==> src/hdl/frc8_pkg.sv <==
`default_nettype none

package frc8_pkg;

	// frame geometry: code, length, up to MAX_FRAME-2 payload bytes
	localparam int MAX_FRAME = 21;
	localparam int ADDR_W = $clog2(MAX_FRAME);
	localparam int LEN_W = 5;
	localparam int IDX_W = 5;
	localparam int KIND_W = 3;
	localparam int BYTE_W = 8;

	localparam logic [BYTE_W-1:0] CRC_POLY = 8'hD5;
	localparam logic [BYTE_W-1:0] PRE_FIRST = 8'hAA;
	localparam logic [BYTE_W-1:0] PRE_SECOND = 8'h55;
	localparam logic [BYTE_W-1:0] MAX_LEN = 8'(MAX_FRAME - 2);

	// event kinds on the result channel
	localparam logic [KIND_W-1:0] EV_BYTE = 3'd0;
	localparam logic [KIND_W-1:0] EV_BADPRE = 3'd1;
	localparam logic [KIND_W-1:0] EV_BADLEN = 3'd2;
	localparam logic [KIND_W-1:0] EV_CRC = 3'd3;
	localparam logic [KIND_W-1:0] EV_ECHO = 3'd4;

	// controller to datapath
	typedef struct packed {
		logic store_code;
		logic store_len;
		logic store_data;
		logic post_event;
		logic [KIND_W-1:0] kind;
		logic emit_clear;
		logic emit_read;
		logic emit_post;
	} frc8_cmd_t;

	// datapath to controller
	typedef struct packed {
		logic is_pre1;
		logic is_pre2;
		logic len_bad;
		logic len_zero;
		logic data_done;
		logic crc_match;
		logic code_odd;
		logic emit_last;
		logic out_free;
	} frc8_stat_t;

	// crc-8, msb first, one byte
	function automatic logic [BYTE_W-1:0] crc8_update(input logic [BYTE_W-1:0] crc,
		input logic [BYTE_W-1:0] b);
		logic [BYTE_W-1:0] v;
		v = crc ^ b;
		for (int k = 0; k < BYTE_W; k++) begin
			if (v[BYTE_W-1]) begin
				v = (v << 1) ^ CRC_POLY;
			end else begin
				v = v << 1;
			end
		end
		return v;
	endfunction

endpackage

`default_nettype wire

==> src/hdl/frc8_if.sv <==
`default_nettype none

// byte request channel
interface frc8_in_if;
	import frc8_pkg::*;
	logic valid;
	logic ready;
	logic [BYTE_W-1:0] rx_byte;
	modport source (output valid, output rx_byte, input ready);
	modport sink (input valid, input rx_byte, output ready);
endinterface

// result request channel
interface frc8_out_if;
	import frc8_pkg::*;
	logic valid;
	logic ready;
	logic [KIND_W-1:0] event_kind;
	logic [BYTE_W-1:0] frame_byte;
	logic [IDX_W-1:0] byte_index;
	logic last;
	modport source (output valid, output event_kind, output frame_byte,
		output byte_index, output last, input ready);
	modport sink (input valid, input event_kind, input frame_byte,
		input byte_index, input last, output ready);
endinterface

`default_nettype wire

==> src/hdl/preamble_frame_receiver_crc8.sv <==
// framed byte receiver with crc-8 check
// rx: one received serial byte per request (valid/ready, rx_byte)
// ev: result requests (event_kind, frame_byte, byte_index, last)
// a frame is 0xaa 0x55, code, length, payload, crc-8 (poly 0xd5, init 0)
// throughput: one byte per cycle while parsing and not held off; a byte that cannot cause
//   a result is taken even while an earlier result waits on ev
// an error result is loaded into the ev output register by the clock edge
//   that takes the byte that caused it
// on a crc match the stored frame is played out byte by byte, each byte read
//   from the registered frame store and then loaded into the output register
//   once it is free; rx is held off for that burst of up to 21 results
// reset: hunting for the first preamble byte, output register empty,
//   frame store contents undefined
// a stalled ev holds its request and rx is held off whenever the next
//   byte could need the output register
`default_nettype none

module preamble_frame_receiver_crc8 (
	input wire logic clk,
	input wire logic arst_n,
	frc8_in_if.sink rx,
	frc8_out_if.source ev
);
	import frc8_pkg::*;

	frc8_cmd_t cmd;
	frc8_stat_t stat;

	// sequencing of preamble, header, payload, crc and frame playback
	frc8_ctrl u_ctrl (
		.clk(clk),
		.arst_n(arst_n),
		.in_valid(rx.valid),
		.in_ready(rx.ready),
		.stat(stat),
		.cmd(cmd)
	);

	// frame store, crc, counters and output register
	frc8_dp u_dp (
		.clk(clk),
		.arst_n(arst_n),
		.rx_byte(rx.rx_byte),
		.cmd(cmd),
		.stat(stat),
		.out_valid(ev.valid),
		.out_ready(ev.ready),
		.event_kind(ev.event_kind),
		.frame_byte(ev.frame_byte),
		.byte_index(ev.byte_index),
		.last(ev.last)
	);

endmodule

`default_nettype wire

==> src/hdl/frc8_dp.sv <==
`default_nettype none

module frc8_dp (
	input wire logic clk,
	input wire logic arst_n,
	input wire logic [frc8_pkg::BYTE_W-1:0] rx_byte,
	input wire frc8_pkg::frc8_cmd_t cmd,
	output frc8_pkg::frc8_stat_t stat,
	output logic out_valid,
	input wire logic out_ready,
	output logic [frc8_pkg::KIND_W-1:0] event_kind,
	output logic [frc8_pkg::BYTE_W-1:0] frame_byte,
	output logic [frc8_pkg::IDX_W-1:0] byte_index,
	output logic last
);
	import frc8_pkg::*;

	logic [BYTE_W-1:0] mem [MAX_FRAME];
	logic [BYTE_W-1:0] rd_q;
	logic [BYTE_W-1:0] crc_q;
	logic [LEN_W-1:0] len_q;
	logic [LEN_W-1:0] cnt_q;
	logic code_odd_q;
	logic [ADDR_W-1:0] idx_q;
	logic ovalid_q;
	logic wr_en;
	logic [ADDR_W-1:0] wr_addr;
	logic [LEN_W:0] cnt_inc;
	logic [ADDR_W-1:0] data_addr;

	assign cnt_inc = {1'b0, cnt_q} + (LEN_W+1)'(1);
	assign data_addr = ADDR_W'(cnt_q) + ADDR_W'(2);

	always_comb begin
		wr_en = cmd.store_code | cmd.store_len | cmd.store_data;
		if (cmd.store_code) begin
			wr_addr = ADDR_W'(0);
		end else if (cmd.store_len) begin
			wr_addr = ADDR_W'(1);
		end else begin
			wr_addr = data_addr;
		end
	end

	always_comb begin
		stat.is_pre1 = (rx_byte == PRE_FIRST);
		stat.is_pre2 = (rx_byte == PRE_SECOND);
		stat.len_bad = (rx_byte > MAX_LEN);
		stat.len_zero = (rx_byte == '0);
		stat.data_done = (cnt_inc >= {1'b0, len_q});
		stat.crc_match = (crc_q == rx_byte);
		stat.code_odd = code_odd_q;
		stat.emit_last = ({1'b0, idx_q} == ({1'b0, len_q} + (LEN_W+1)'(1)));
		stat.out_free = !ovalid_q || out_ready;
	end

	// frame store, registered read
	always_ff @(posedge clk) begin
		if (wr_en) begin
			mem[wr_addr] <= rx_byte;
		end
		if (cmd.emit_read) begin
			rd_q <= mem[idx_q];
		end
	end

	always_ff @(posedge clk or negedge arst_n) begin
		if (!arst_n) begin
			crc_q <= '0;
			len_q <= '0;
			cnt_q <= '0;
			code_odd_q <= 1'b0;
			idx_q <= '0;
		end else begin
			if (cmd.store_code) begin
				crc_q <= crc8_update('0, rx_byte);
				code_odd_q <= rx_byte[0];
			end
			if (cmd.store_len && !stat.len_bad) begin
				crc_q <= crc8_update(crc_q, rx_byte);
				len_q <= rx_byte[LEN_W-1:0];
				cnt_q <= '0;
			end
			if (cmd.store_data) begin
				crc_q <= crc8_update(crc_q, rx_byte);
				cnt_q <= cnt_inc[LEN_W-1:0];
			end
			if (cmd.emit_clear) begin
				idx_q <= '0;
			end else if (cmd.emit_post) begin
				idx_q <= idx_q + ADDR_W'(1);
			end
		end
	end

	// output register
	always_ff @(posedge clk or negedge arst_n) begin
		if (!arst_n) begin
			ovalid_q <= 1'b0;
		end else if (cmd.post_event || cmd.emit_post) begin
			ovalid_q <= 1'b1;
		end else if (out_ready) begin
			ovalid_q <= 1'b0;
		end
	end

	always_ff @(posedge clk) begin
		if (cmd.post_event) begin
			event_kind <= cmd.kind;
			frame_byte <= '0;
			byte_index <= '0;
			last <= 1'b1;
		end else if (cmd.emit_post) begin
			event_kind <= EV_BYTE;
			frame_byte <= rd_q;
			byte_index <= IDX_W'(idx_q);
			last <= stat.emit_last;
		end
	end

	assign out_valid = ovalid_q;

endmodule

`default_nettype wire

==> src/hdl/frc8_ctrl.sv <==
`default_nettype none

module frc8_ctrl (
	input wire logic clk,
	input wire logic arst_n,
	input wire logic in_valid,
	output logic in_ready,
	input wire frc8_pkg::frc8_stat_t stat,
	output frc8_pkg::frc8_cmd_t cmd
);
	import frc8_pkg::*;

	localparam logic [2:0] PH_PRE1 = 3'd0;
	localparam logic [2:0] PH_PRE2 = 3'd1;
	localparam logic [2:0] PH_CODE = 3'd2;
	localparam logic [2:0] PH_LEN = 3'd3;
	localparam logic [2:0] PH_DATA = 3'd4;
	localparam logic [2:0] PH_CRC = 3'd5;
	localparam logic [2:0] PH_RD = 3'd6;
	localparam logic [2:0] PH_LD = 3'd7;

	logic [2:0] state_q;
	logic [2:0] state_d;
	logic parsing;
	logic silent;
	logic acc;

	always_comb begin
		parsing = (state_q <= PH_CRC);
		// phases whose byte never makes a result
		silent = (state_q == PH_PRE1) || (state_q == PH_CODE) || (state_q == PH_DATA);
		in_ready = parsing && (silent || stat.out_free);
		acc = in_valid && in_ready;
	end

	always_comb begin
		cmd = '0;
		state_d = state_q;
		case (state_q)
			PH_PRE1: begin
				if (acc && stat.is_pre1) begin
					state_d = PH_PRE2;
				end
			end
			PH_PRE2: begin
				if (acc) begin
					if (stat.is_pre2) begin
						state_d = PH_CODE;
					end else begin
						cmd.post_event = 1'b1;
						cmd.kind = EV_BADPRE;
						state_d = PH_PRE1;
					end
				end
			end
			PH_CODE: begin
				if (acc) begin
					cmd.store_code = 1'b1;
					state_d = PH_LEN;
				end
			end
			PH_LEN: begin
				if (acc) begin
					cmd.store_len = 1'b1;
					if (stat.len_bad) begin
						cmd.post_event = 1'b1;
						cmd.kind = EV_BADLEN;
						state_d = PH_PRE1;
					end else if (stat.len_zero) begin
						state_d = PH_CRC;
					end else begin
						state_d = PH_DATA;
					end
				end
			end
			PH_DATA: begin
				if (acc) begin
					cmd.store_data = 1'b1;
					if (stat.data_done) begin
						state_d = PH_CRC;
					end
				end
			end
			PH_CRC: begin
				if (acc) begin
					if (stat.crc_match) begin
						cmd.emit_clear = 1'b1;
						state_d = PH_RD;
					end else begin
						cmd.post_event = 1'b1;
						cmd.kind = stat.code_odd ? EV_ECHO : EV_CRC;
						state_d = PH_PRE1;
					end
				end
			end
			PH_RD: begin
				cmd.emit_read = 1'b1;
				state_d = PH_LD;
			end
			PH_LD: begin
				if (stat.out_free) begin
					cmd.emit_post = 1'b1;
					state_d = stat.emit_last ? PH_PRE1 : PH_RD;
				end
			end
			default: begin
				state_d = PH_PRE1;
			end
		endcase
	end

	always_ff @(posedge clk or negedge arst_n) begin
		if (!arst_n) begin
			state_q <= PH_PRE1;
		end else begin
			state_q <= state_d;
		end
	end

endmodule

`default_nettype wire

==> src/flat_wrapper.sv <==
// flat-port wrapper written by rule: the top's interface ports become plain ports
module preamble_frame_receiver_crc8_flat import frc8_pkg::*;
  (clk, arst_n, rx_valid, rx_rx_byte, rx_ready, ev_valid, ev_event_kind, ev_frame_byte, ev_byte_index, ev_last, ev_ready);
  frc8_in_if rx_i ();
  frc8_out_if ev_i ();
  input wire logic clk;
  input wire logic arst_n;
  input wire logic [$bits(rx_i.valid)-1:0] rx_valid;
  input wire logic [$bits(rx_i.rx_byte)-1:0] rx_rx_byte;
  output wire logic [$bits(rx_i.ready)-1:0] rx_ready;
  output wire logic [$bits(ev_i.valid)-1:0] ev_valid;
  output wire logic [$bits(ev_i.event_kind)-1:0] ev_event_kind;
  output wire logic [$bits(ev_i.frame_byte)-1:0] ev_frame_byte;
  output wire logic [$bits(ev_i.byte_index)-1:0] ev_byte_index;
  output wire logic [$bits(ev_i.last)-1:0] ev_last;
  input wire logic [$bits(ev_i.ready)-1:0] ev_ready;
  assign rx_i.valid = rx_valid;
  assign rx_i.rx_byte = rx_rx_byte;
  assign rx_ready = rx_i.ready;
  assign ev_valid = ev_i.valid;
  assign ev_event_kind = ev_i.event_kind;
  assign ev_frame_byte = ev_i.frame_byte;
  assign ev_byte_index = ev_i.byte_index;
  assign ev_last = ev_i.last;
  assign ev_i.ready = ev_ready;
  preamble_frame_receiver_crc8 u_core (.clk(clk), .arst_n(arst_n), .rx(rx_i), .ev(ev_i));
endmodule
==> config.mk <==
export PLATFORM = sky130hd
export DESIGN_NAME = preamble_frame_receiver_crc8_flat
export DESIGN_NICKNAME = d
export VERILOG_FILES = /design/src/hdl/frc8_pkg.sv /design/src/hdl/frc8_if.sv /design/src/hdl/preamble_frame_receiver_crc8.sv /design/src/hdl/frc8_dp.sv /design/src/hdl/frc8_ctrl.sv /design/src/flat_wrapper.sv
export SDC_FILE = /design/constraint.sdc
export NUM_CORES = 1
export LEC_CHECK = 0
export ABC_AREA = 1
export BUFFER_PORTS_ARGS = -buffer_cell sky130_fd_sc_hd__buf_2
export CAP_MARGIN = 20
export CORE_MARGIN = 5
export CORE_UTILIZATION = 39
export DETAILED_ROUTE_END_ITERATION = 7
export HOLD_SLACK_MARGIN = 0.08
export PLACE_DENSITY = 0.66
export SLEW_MARGIN = 20
export SYNTH_ARGS = -nofsm -noshare
export SYNTH_HDL_FRONTEND = slang
export SYNTH_HIERARCHICAL = 1
export SYNTH_SLANG_ARGS = --single-unit
==> constraint.sdc <==
create_clock -name clk -period 2.96 [get_ports clk]
set_input_delay 0.148 -clock clk [delete_from_list [all_inputs] [get_ports clk]]
set_output_delay 0.148 -clock clk [all_outputs]
set_load 0.05 [all_outputs]
==> impl_metrics.py, run 1 <==
metrics = {
    "route": {
        "viasPerCell": 5.37,
        "wl_mm": 25.5,
        "post_drt_wl_per_cell_um": 18.3,
        "vias": 7473,
        "firstDrtPassIters": 6,
        "drc": 0,
        "drtIter0Drc": 642,
        "drt.antenna.violating_nets": 0,
    },
    "min_path": {
        "min_to": "u_core/u_dp/mem[4][4]",
        "min_path_cells": 1,
        "hp-start": "rx_rx_byte[4]",
        "hold_path.class": "in -> reg",
    },
    "clocking": {
        "cts_tree": "built",
        "cts_buffers": 23,
        "cts_resized": 0,
        "postCtsSetupRepairBufs": 0,
        "root_buffer": "clkbuf_16",
        "postCtsHoldBufs": 6,
        "path_clk_slew_ns": 0.06,
        "insertion_delay_ns": 0.51,
        "cts.path.max_buffers": 3,
        "cts.htree.levels": 1,
        "clock-sinks": 221,
    },
    "global_routing": {
        "grt_pass1_vias": 7163,
        "grt_overflow": 0,
        "grt_max_degree": 85,
        "antenna_found_initial": 0,
        "grt_pass1_wl_mm": 39.7,
        "grt_use_total_pct": 17.1,
    },
    "pwr": {
        "power_switching_share_pct": 26.3,
        "ir_worst_vdd_v": 0.000455,
        "p_sw_uw": 1950,
        "sequentialPowerShare_pct": 46.6,
        "p_per_area_nw_per_um2": 630,
        "p_clk_share_pct": 37.4,
        "comb_power_share_pct": 16.0,
        "total_power_uw": 7420,
        "p_int_uw": 5470,
        "leakagePower_uw": 0.00451,
    },
    "timing": {
        "max-slew-margin-rel_pct": 52.4,
        "rsz0062_at_grt": "false",
        "maxSlewViolCount": 0,
        "fmaxAchievable_mhz": 384,
        "fin_worst_skew_ns": 0.0158,
        "tightest_slew_ns": 0.712,
        "period_share_pct": 87.9,
        "setup_viol": 0,
        "final.setup.worst_slack_ns": 0.359,
        "final.min_clock_period_ns": 2.60,
        "finalHoldViolCount": 0,
        "finalSetupTns_ns": 0,
    },
    "synth": {
        "synthCells": 978,
        "synth_nets": 1003,
        "netlist_area_sq_um": 10300,
        "synth_edf_count": 179,
        "yosysWarnings": 6,
        "syn_area_per_cell_sq_um": 10.5,
        "synth-xor-area-share_pct": 3.23,
        "synth.area.mux_share_pct": 0,
        "synth_top_family_by_area": "simple AND/OR/NAND/NOR gates",
        "ys_ff_latch": 221,
        "synthSimpleGateAreaFrac_pct": 18.2,
        "synth_ff_type": "edfxtp_1",
        "synth_compound_area_share_pct": 10.7,
        "yosysUniqueCellTypes": 53,
        "ys_seq_area_share_pct": 61.8,
        "synth_fa_ha_area_share_pct": 1.58,
        "synth_async_sr_flop_share_pct": 12.7,
    },
    "placement": {
        "hpwl_mm": 17.0,
        "place_ws_ns": 0.418,
        "port_buffers": 30,
        "placed_cell_area_sq_um": 11000,
        "place.gp.congestion": 0.881,
    },
    "floorplan": {
        "die_y_um": 172,
        "rows": 59,
        "dieArea_sq_um": 29700,
        "die_x_um": 172,
        "io_pins": 31,
        "coreArea_sq_um": 26000,
        "initial_core_util_pct": 39.6,
    },
    "setup_path": {
        "worstReg2RegEnd": "u_core/u_dp/mem[10][1]",
        "timing_worst_setup_path_type": "in -> reg",
        "end_kind": "flop",
        "reg2regPathDepth": 11,
        "path_cells": "dlygate4sd3_1, buf_2, inv_2, nand2_2, nand2_4, ha_1, inv_1, nand3_1, nand2_1, nand2_1, nand2_1, inv_1, nand2_2, nand2_2, nand2_2, nand2_4, xor3_2, nand2_1, nand3_1, nand2_1, nand2_1",
        "crit_path_top_delay_cell": "dlygate4sd3_1",
        "cpMostUsedCell": "nand2_1",
        "r2r_start": "u_core/u_ctrl/state_q[0]",
        "cp-start-kind": "primary input",
        "critical_path_arrival_ns": 3.00,
        "cp_max_fo": 12,
        "r2r_slack_ns": 0.40,
        "cpPeakStageDelay_ns": 0.54,
        "crit_required_ns": 3.36,
    },
    "final_layout": {
        "nNetsFinal": 1065,
        "num_antenna_cells": 0,
        "design_area_sq_um": 11800,
        "drive_gt1_share_pct": 14.8,
        "n_fill_cell": 2423,
        "syn_to_final_growth_pct": 14.6,
    },
    "job": {
        "maxCapViolations": 0,
    },
    "outcome": {
        "status": "finished clean",
    },
}
==> routing by layer <==
metal | GRT usage [%] | wire (um) | up-vias
met5 | 0 | 0 | -
met4 | 5.57 | 707 | 0
met3 | 2.24 | 1480 | 43
met2 | 29.8 | 12700 | 241
met1 | 22.2 | 10600 | 3631
li1 | - | - | 3558
==> metrics by stage <==
stage | hold slack, ns | utilization (%) | cells
after floorplan | -0.148 | - | 978
after global placement | 0.235 | 42.4 | 1344
after detailed placement | 0.240 | 42.4 | 1344
after CTS | 0.108 | 45.4 | 1391
after global routing | 0.107 | 45.4 | 1391
final | 0.125 | 45.4 | 1391
==> worst max path at each step <==
stage	startpoint	endpoint	slack (ns)	cells past startpoint
2_1_floorplan	u_core/u_dp/out_valid	u_core/u_dp/mem[4][0]	0.04	11
4_1_cts	rx_rx_byte[7]	u_core/u_dp/crc_q[6]	0.35	21
5_1_grt	rx_rx_byte[7]	u_core/u_dp/crc_q[6]	0.11	21
3_3_place_gp	u_core/u_ctrl/state_q[0]	u_core/u_dp/mem[11][1]	0.50	11
3_5_place_dp	rx_rx_byte[7]	u_core/u_dp/crc_q[6]	0.42	20
6_report	rx_rx_byte[7]	u_core/u_dp/crc_q[6]	0.36	21
==> flip-flops by register name, summed over array words and instances (netlist names) <==
| signal | cells |
|---|---|
| u_core/u_dp/last | 1 |
| u_core/u_dp/rd_q | 8 |
| u_core/u_dp/idx_q | 5 |
| u_core/u_dp/mem | 168 |
| u_core/u_dp/len_q | 5 |
| u_core/u_dp/out_valid | 1 |
| u_core/u_dp/cnt_q | 5 |
| u_core/u_dp/byte_index | 5 |
| u_core/u_dp/crc_q | 8 |
| u_core/u_dp/event_kind | 3 |
| u_core/u_dp/code_odd_q | 1 |
| u_core/u_dp/frame_byte | 8 |
| u_core/u_ctrl/state_q | 3 |
==> layout make-up <==
class                   instances  area (sq um)  area share [%]
well taps                     335           419            3.55
repair buffers                 80           566            4.80
multi-input cells             645          3470            29.4
flip-flops and latches        221          6360            53.9
clock buffers                  30           612            5.19
inverters                      69           259            2.20
clock inverters                11           108           0.912
==> Yosys cell counts, types with 3 or more instances <==
cell type / n / area share, %
edfxtp_1: 179 / 52
nand2_1: 168 / 6.1
nor2_1: 128 / 4.7
o21ai_0: 109 / 5.3
nand3_1: 66 / 3.2
inv_1: 61 / 2.2
clkbuf_1: 34 / 1.2
dfrtp_1: 28 / 6.8
o22ai_1: 23 / 1.4
o221ai_1: 19 / 1.6
nand2_2: 15 / 0.91
dfxtp_1: 14 / 2.7
ha_1: 13 / 1.6
xor2_1: 13 / 1.1
o211ai_1: 12 / 0.88
nand2_4: 8 / 0.88
a21oi_1: 7 / 0.34
xnor2_1: 7 / 0.60
inv_2: 6 / 0.22
nand4_1: 6 / 0.36
nand3_2: 5 / 0.49
nor4_1: 5 / 0.30
nor3_1: 4 / 0.19
xnor2_2: 4 / 0.63
buf_4: 3 / 0.22
buf_6: 3 / 0.33
nor2_2: 3 / 0.18
o31ai_1: 3 / 0.22
==> power by group through the flow <==
stage / registers, uW / clock network [uW] / logic [uW]
final: 3460 / 2780 / 1190
after global routing: 3460 / 2970 / 1310
after CTS: 3460 / 2830 / 1200
after detailed placement: 3520 / 0 / 1180
after global placement: 3520 / 0 / 1170
after floorplan: 3550 / 0 / 901
==> worst max-delay path, delay by kind of cell <==
| family | cells | cell delay (ns) |
|---|---|---|
| adder cells (fa/ha/maj) | 1 | 0.40 |
| buffers and inverters | 5 | 1.15 |
| AND/OR/NAND/NOR | 14 | 1.01 |
| XOR/XNOR | 1 | 0.28 |
==> kinds of logic after synthesis <==
kind of cell	count (synthesis)
buffers and inverters	112
DFF	221
and+or+nand+nor	418
adders and majority gates	13
xor gates and xnor gates	28
AOI/OAI and AO/OA	186
==> layout by cell type, fill, tap and decap left out, types with 3 or more instances in the layout <==
cell,count
edfxtp_1,179
nand2_1,168
nor2_1,128
o21ai_0,109
nand3_1,66
inv_1,61
buf_4,42
buf_2,30
dfrtp_1,27
clkbuf_16,23
o22ai_1,23
o221ai_1,19
nand2_2,15
dfxtp_1,14
xor2_1,13
ha_1,13
o211ai_1,12
nand2_4,8
xnor2_1,7
a21oi_1,7
clkinv_1,6
clkbuf_1,6
dlygate4sd3_1,6
inv_2,6
nand4_1,6
nand3_2,5
nor4_1,5
xnor2_2,4
nor3_1,3
nor2_2,3
o31ai_1,3
No activity file was read; power rests on OpenSTA's default activity.
==> run 2, diff against run 1 <==
Settings changed: CORE_MARGIN 5 to default, SKIP_CTS_REPAIR_TIMING from default to 1.
==> impl_metrics.py, run 2 (synthesis results as in run 1) <==
metrics = {
    "setup_path": {
        "cp-start-kind": "flop",
        "critPathTopFamily": "simple AND/OR/NAND/NOR gates",
        "cp-startpoint": "u_core/u_ctrl/state_q[0]",
        "worstReg2RegEnd": "u_core/u_dp/mem[20][0]",
        "crit_path_top_delay_cell": "dfrtp_1",
        "crit_required_ns": 3.18,
        "path_cells": "nand2_1, nand3_2, nor2_1, inv_1, o21ai_0, inv_1, nor2_1, nand3_1, nor3_1, buf_4",
        "cp_num_cells": 10,
        "cp_num_buf_inv": 3,
        "timing_worst_setup_path_type": "reg -> reg",
        "end_kind": "flop",
        "cpPeakStageDelay_ns": 0.53,
        "r2r_slack_ns": 0.40,
        "r2r_start": "u_core/u_ctrl/state_q[0]",
        "cp_max_fo": 12,
        "crit_end": "u_core/u_dp/mem[20][0]",
        "critical_path_arrival_ns": 2.78,
        "reg2regPathDepth": 10,
    },
    "timing": {
        "fmaxAchievable_mhz": 391,
        "finalSetupTns_ns": 0,
        "finalHoldViolCount": 0,
        "rsz0062_at_grt": "false",
        "fin_worst_skew_ns": 0.00903,
        "final.setup.worst_slack_ns": 0.400,
        "maxSlewViolCount": 0,
        "max-slew-margin-rel_pct": 52.5,
        "setup_viol": 0,
        "tightest_slew_ns": 0.712,
        "holdWs_ns": 0.105,
        "period_share_pct": 86.5,
        "final.min_clock_period_ns": 2.56,
    },
    "clocking": {
        "insertion_delay_ns": 0.51,
        "cts_buffers": 22,
        "cts.htree.levels": 1,
        "cts_tree": "built",
        "root_buffer": "clkbuf_16",
        "clock-sinks": 221,
        "path_clk_slew_ns": 0.06,
        "cts.path.max_buffers": 3,
    },
    "route": {
        "drt.antenna.violating_nets": 0,
        "vias": 7436,
        "top_layer_used": "met4",
        "wl_mm": 25.4,
        "route.met3.wl_mm": 1.40,
        "wl_met2_mm": 12.6,
        "post_drt_wl_per_cell_um": 18.3,
        "drtIter0Drc": 820,
        "viasPerCell": 5.35,
        "wl_met1_mm": 10.9,
        "drc": 0,
        "firstDrtPassIters": 5,
    },
    "final_layout": {
        "final_cell_mix": "edfxtp_1 (179), nand2_1 (168), nor2_1 (128)",
        "seqCellArea_sq_um": 6360,
        "num_antenna_cells": 0,
        "design_area_sq_um": 11700,
        "nNetsFinal": 1065,
        "n_fill_cell": 2435,
        "largest_register_ff_count": 168,
        "layout_commonest_cell": "edfxtp_1",
        "syn_to_final_growth_pct": 14.0,
        "drive_gt1_share_pct": 14.8,
        "multiInputGateArea_sq_um": 3470,
        "top_register": "u_core/u_dp/mem",
        "final_util_pct": 45.1,
    },
    "pwr": {
        "leakagePower_uw": 0.00449,
        "ir_worst_vdd_v": 0.000356,
        "p_per_area_nw_per_um2": 620,
    },
    "floorplan": {
        "die_x_um": 164,
        "dieArea_sq_um": 27000,
        "initial_core_util_pct": 39.6,
        "io_pins": 31,
        "coreArea_sq_um": 26000,
        "die_y_um": 164,
        "rows": 59,
    },
    "global_routing": {
        "grt_pass1_vias": 7001,
        "grt_use_total_pct": 19.1,
        "grt_pass1_wl_mm": 39.2,
        "antenna_found_initial": 0,
        "grt_max_degree": 85,
        "grt_overflow": 0,
    },
    "min_path": {
        "hold_path.class": "in -> reg",
    },
    "placement": {
        "place.gp.congestion": 0.892,
        "hpwl_mm": 17.1,
        "port_buffers": 30,
        "place_ws_ns": 0.457,
        "placed_cell_area_sq_um": 11000,
    },
    "outcome": {
        "status": "finished clean",
    },
    "job": {
        "maxCapViolations": 0,
    },
}
run 2: worst min-delay path by stage:
stage,endpoint,cells after the start,start
floorplan,u_core/u_ctrl/state_q[0],0,arst_n
global placement,u_core/u_dp/out_valid,1,arst_n
detailed placement,u_core/u_dp/out_valid,1,arst_n
CTS,u_core/u_dp/out_valid,1,arst_n
global route,u_core/u_dp/mem[9][3],1,rx_rx_byte[3]
finish,u_core/u_dp/mem[0][3],1,rx_rx_byte[3]
run 2: power by group:
part           internal (uW)  switching, uW  total (uW)
clock network           1430           1180        2610
logic                    437            765        1200
registers               3400           53.4        3460
total                   5280           2000        7270
run 2: routing by layer:
metal	global-route usage (%)	up-vias
met1	25.2	3596
met2	33.4	247
met3	1.98	37
met5	0	-
met4	5.25	0
li1	-	3556
run 2: cell type report:
class / count / area share, %
tap: 335 / 3.57
multi-input combinational: 645 / 29.6
clock buffer: 29 / 5.10
timing repair buffer: 81 / 4.78
inverter: 69 / 2.21
clock inverter: 9 / 0.555
sequential: 221 / 54.2
run 2: through the flow:
| stage | power, uW | cells |
|---|---|---|
| 4_1_cts | 7300 | 1383 |
| 6_report | 7270 | 1389 |
| 3_5_place_dp | 4720 | 1345 |
| 5_1_grt | 7570 | 1389 |
| 3_3_place_gp | 4690 | 1345 |
| 2_1_floorplan | 4450 | 978 |
run 2: worst reg2reg max path: stages, from the launching register on:
cell     delay [ns]
dfrtp_1        0.53
nand2_1        0.24
nand3_2        0.15
nor2_1         0.27
inv_1          0.19
o21ai_0        0.15
inv_1          0.11
nor2_1         0.13
nand3_1        0.10
nor3_1         0.20
buf_4          0.20
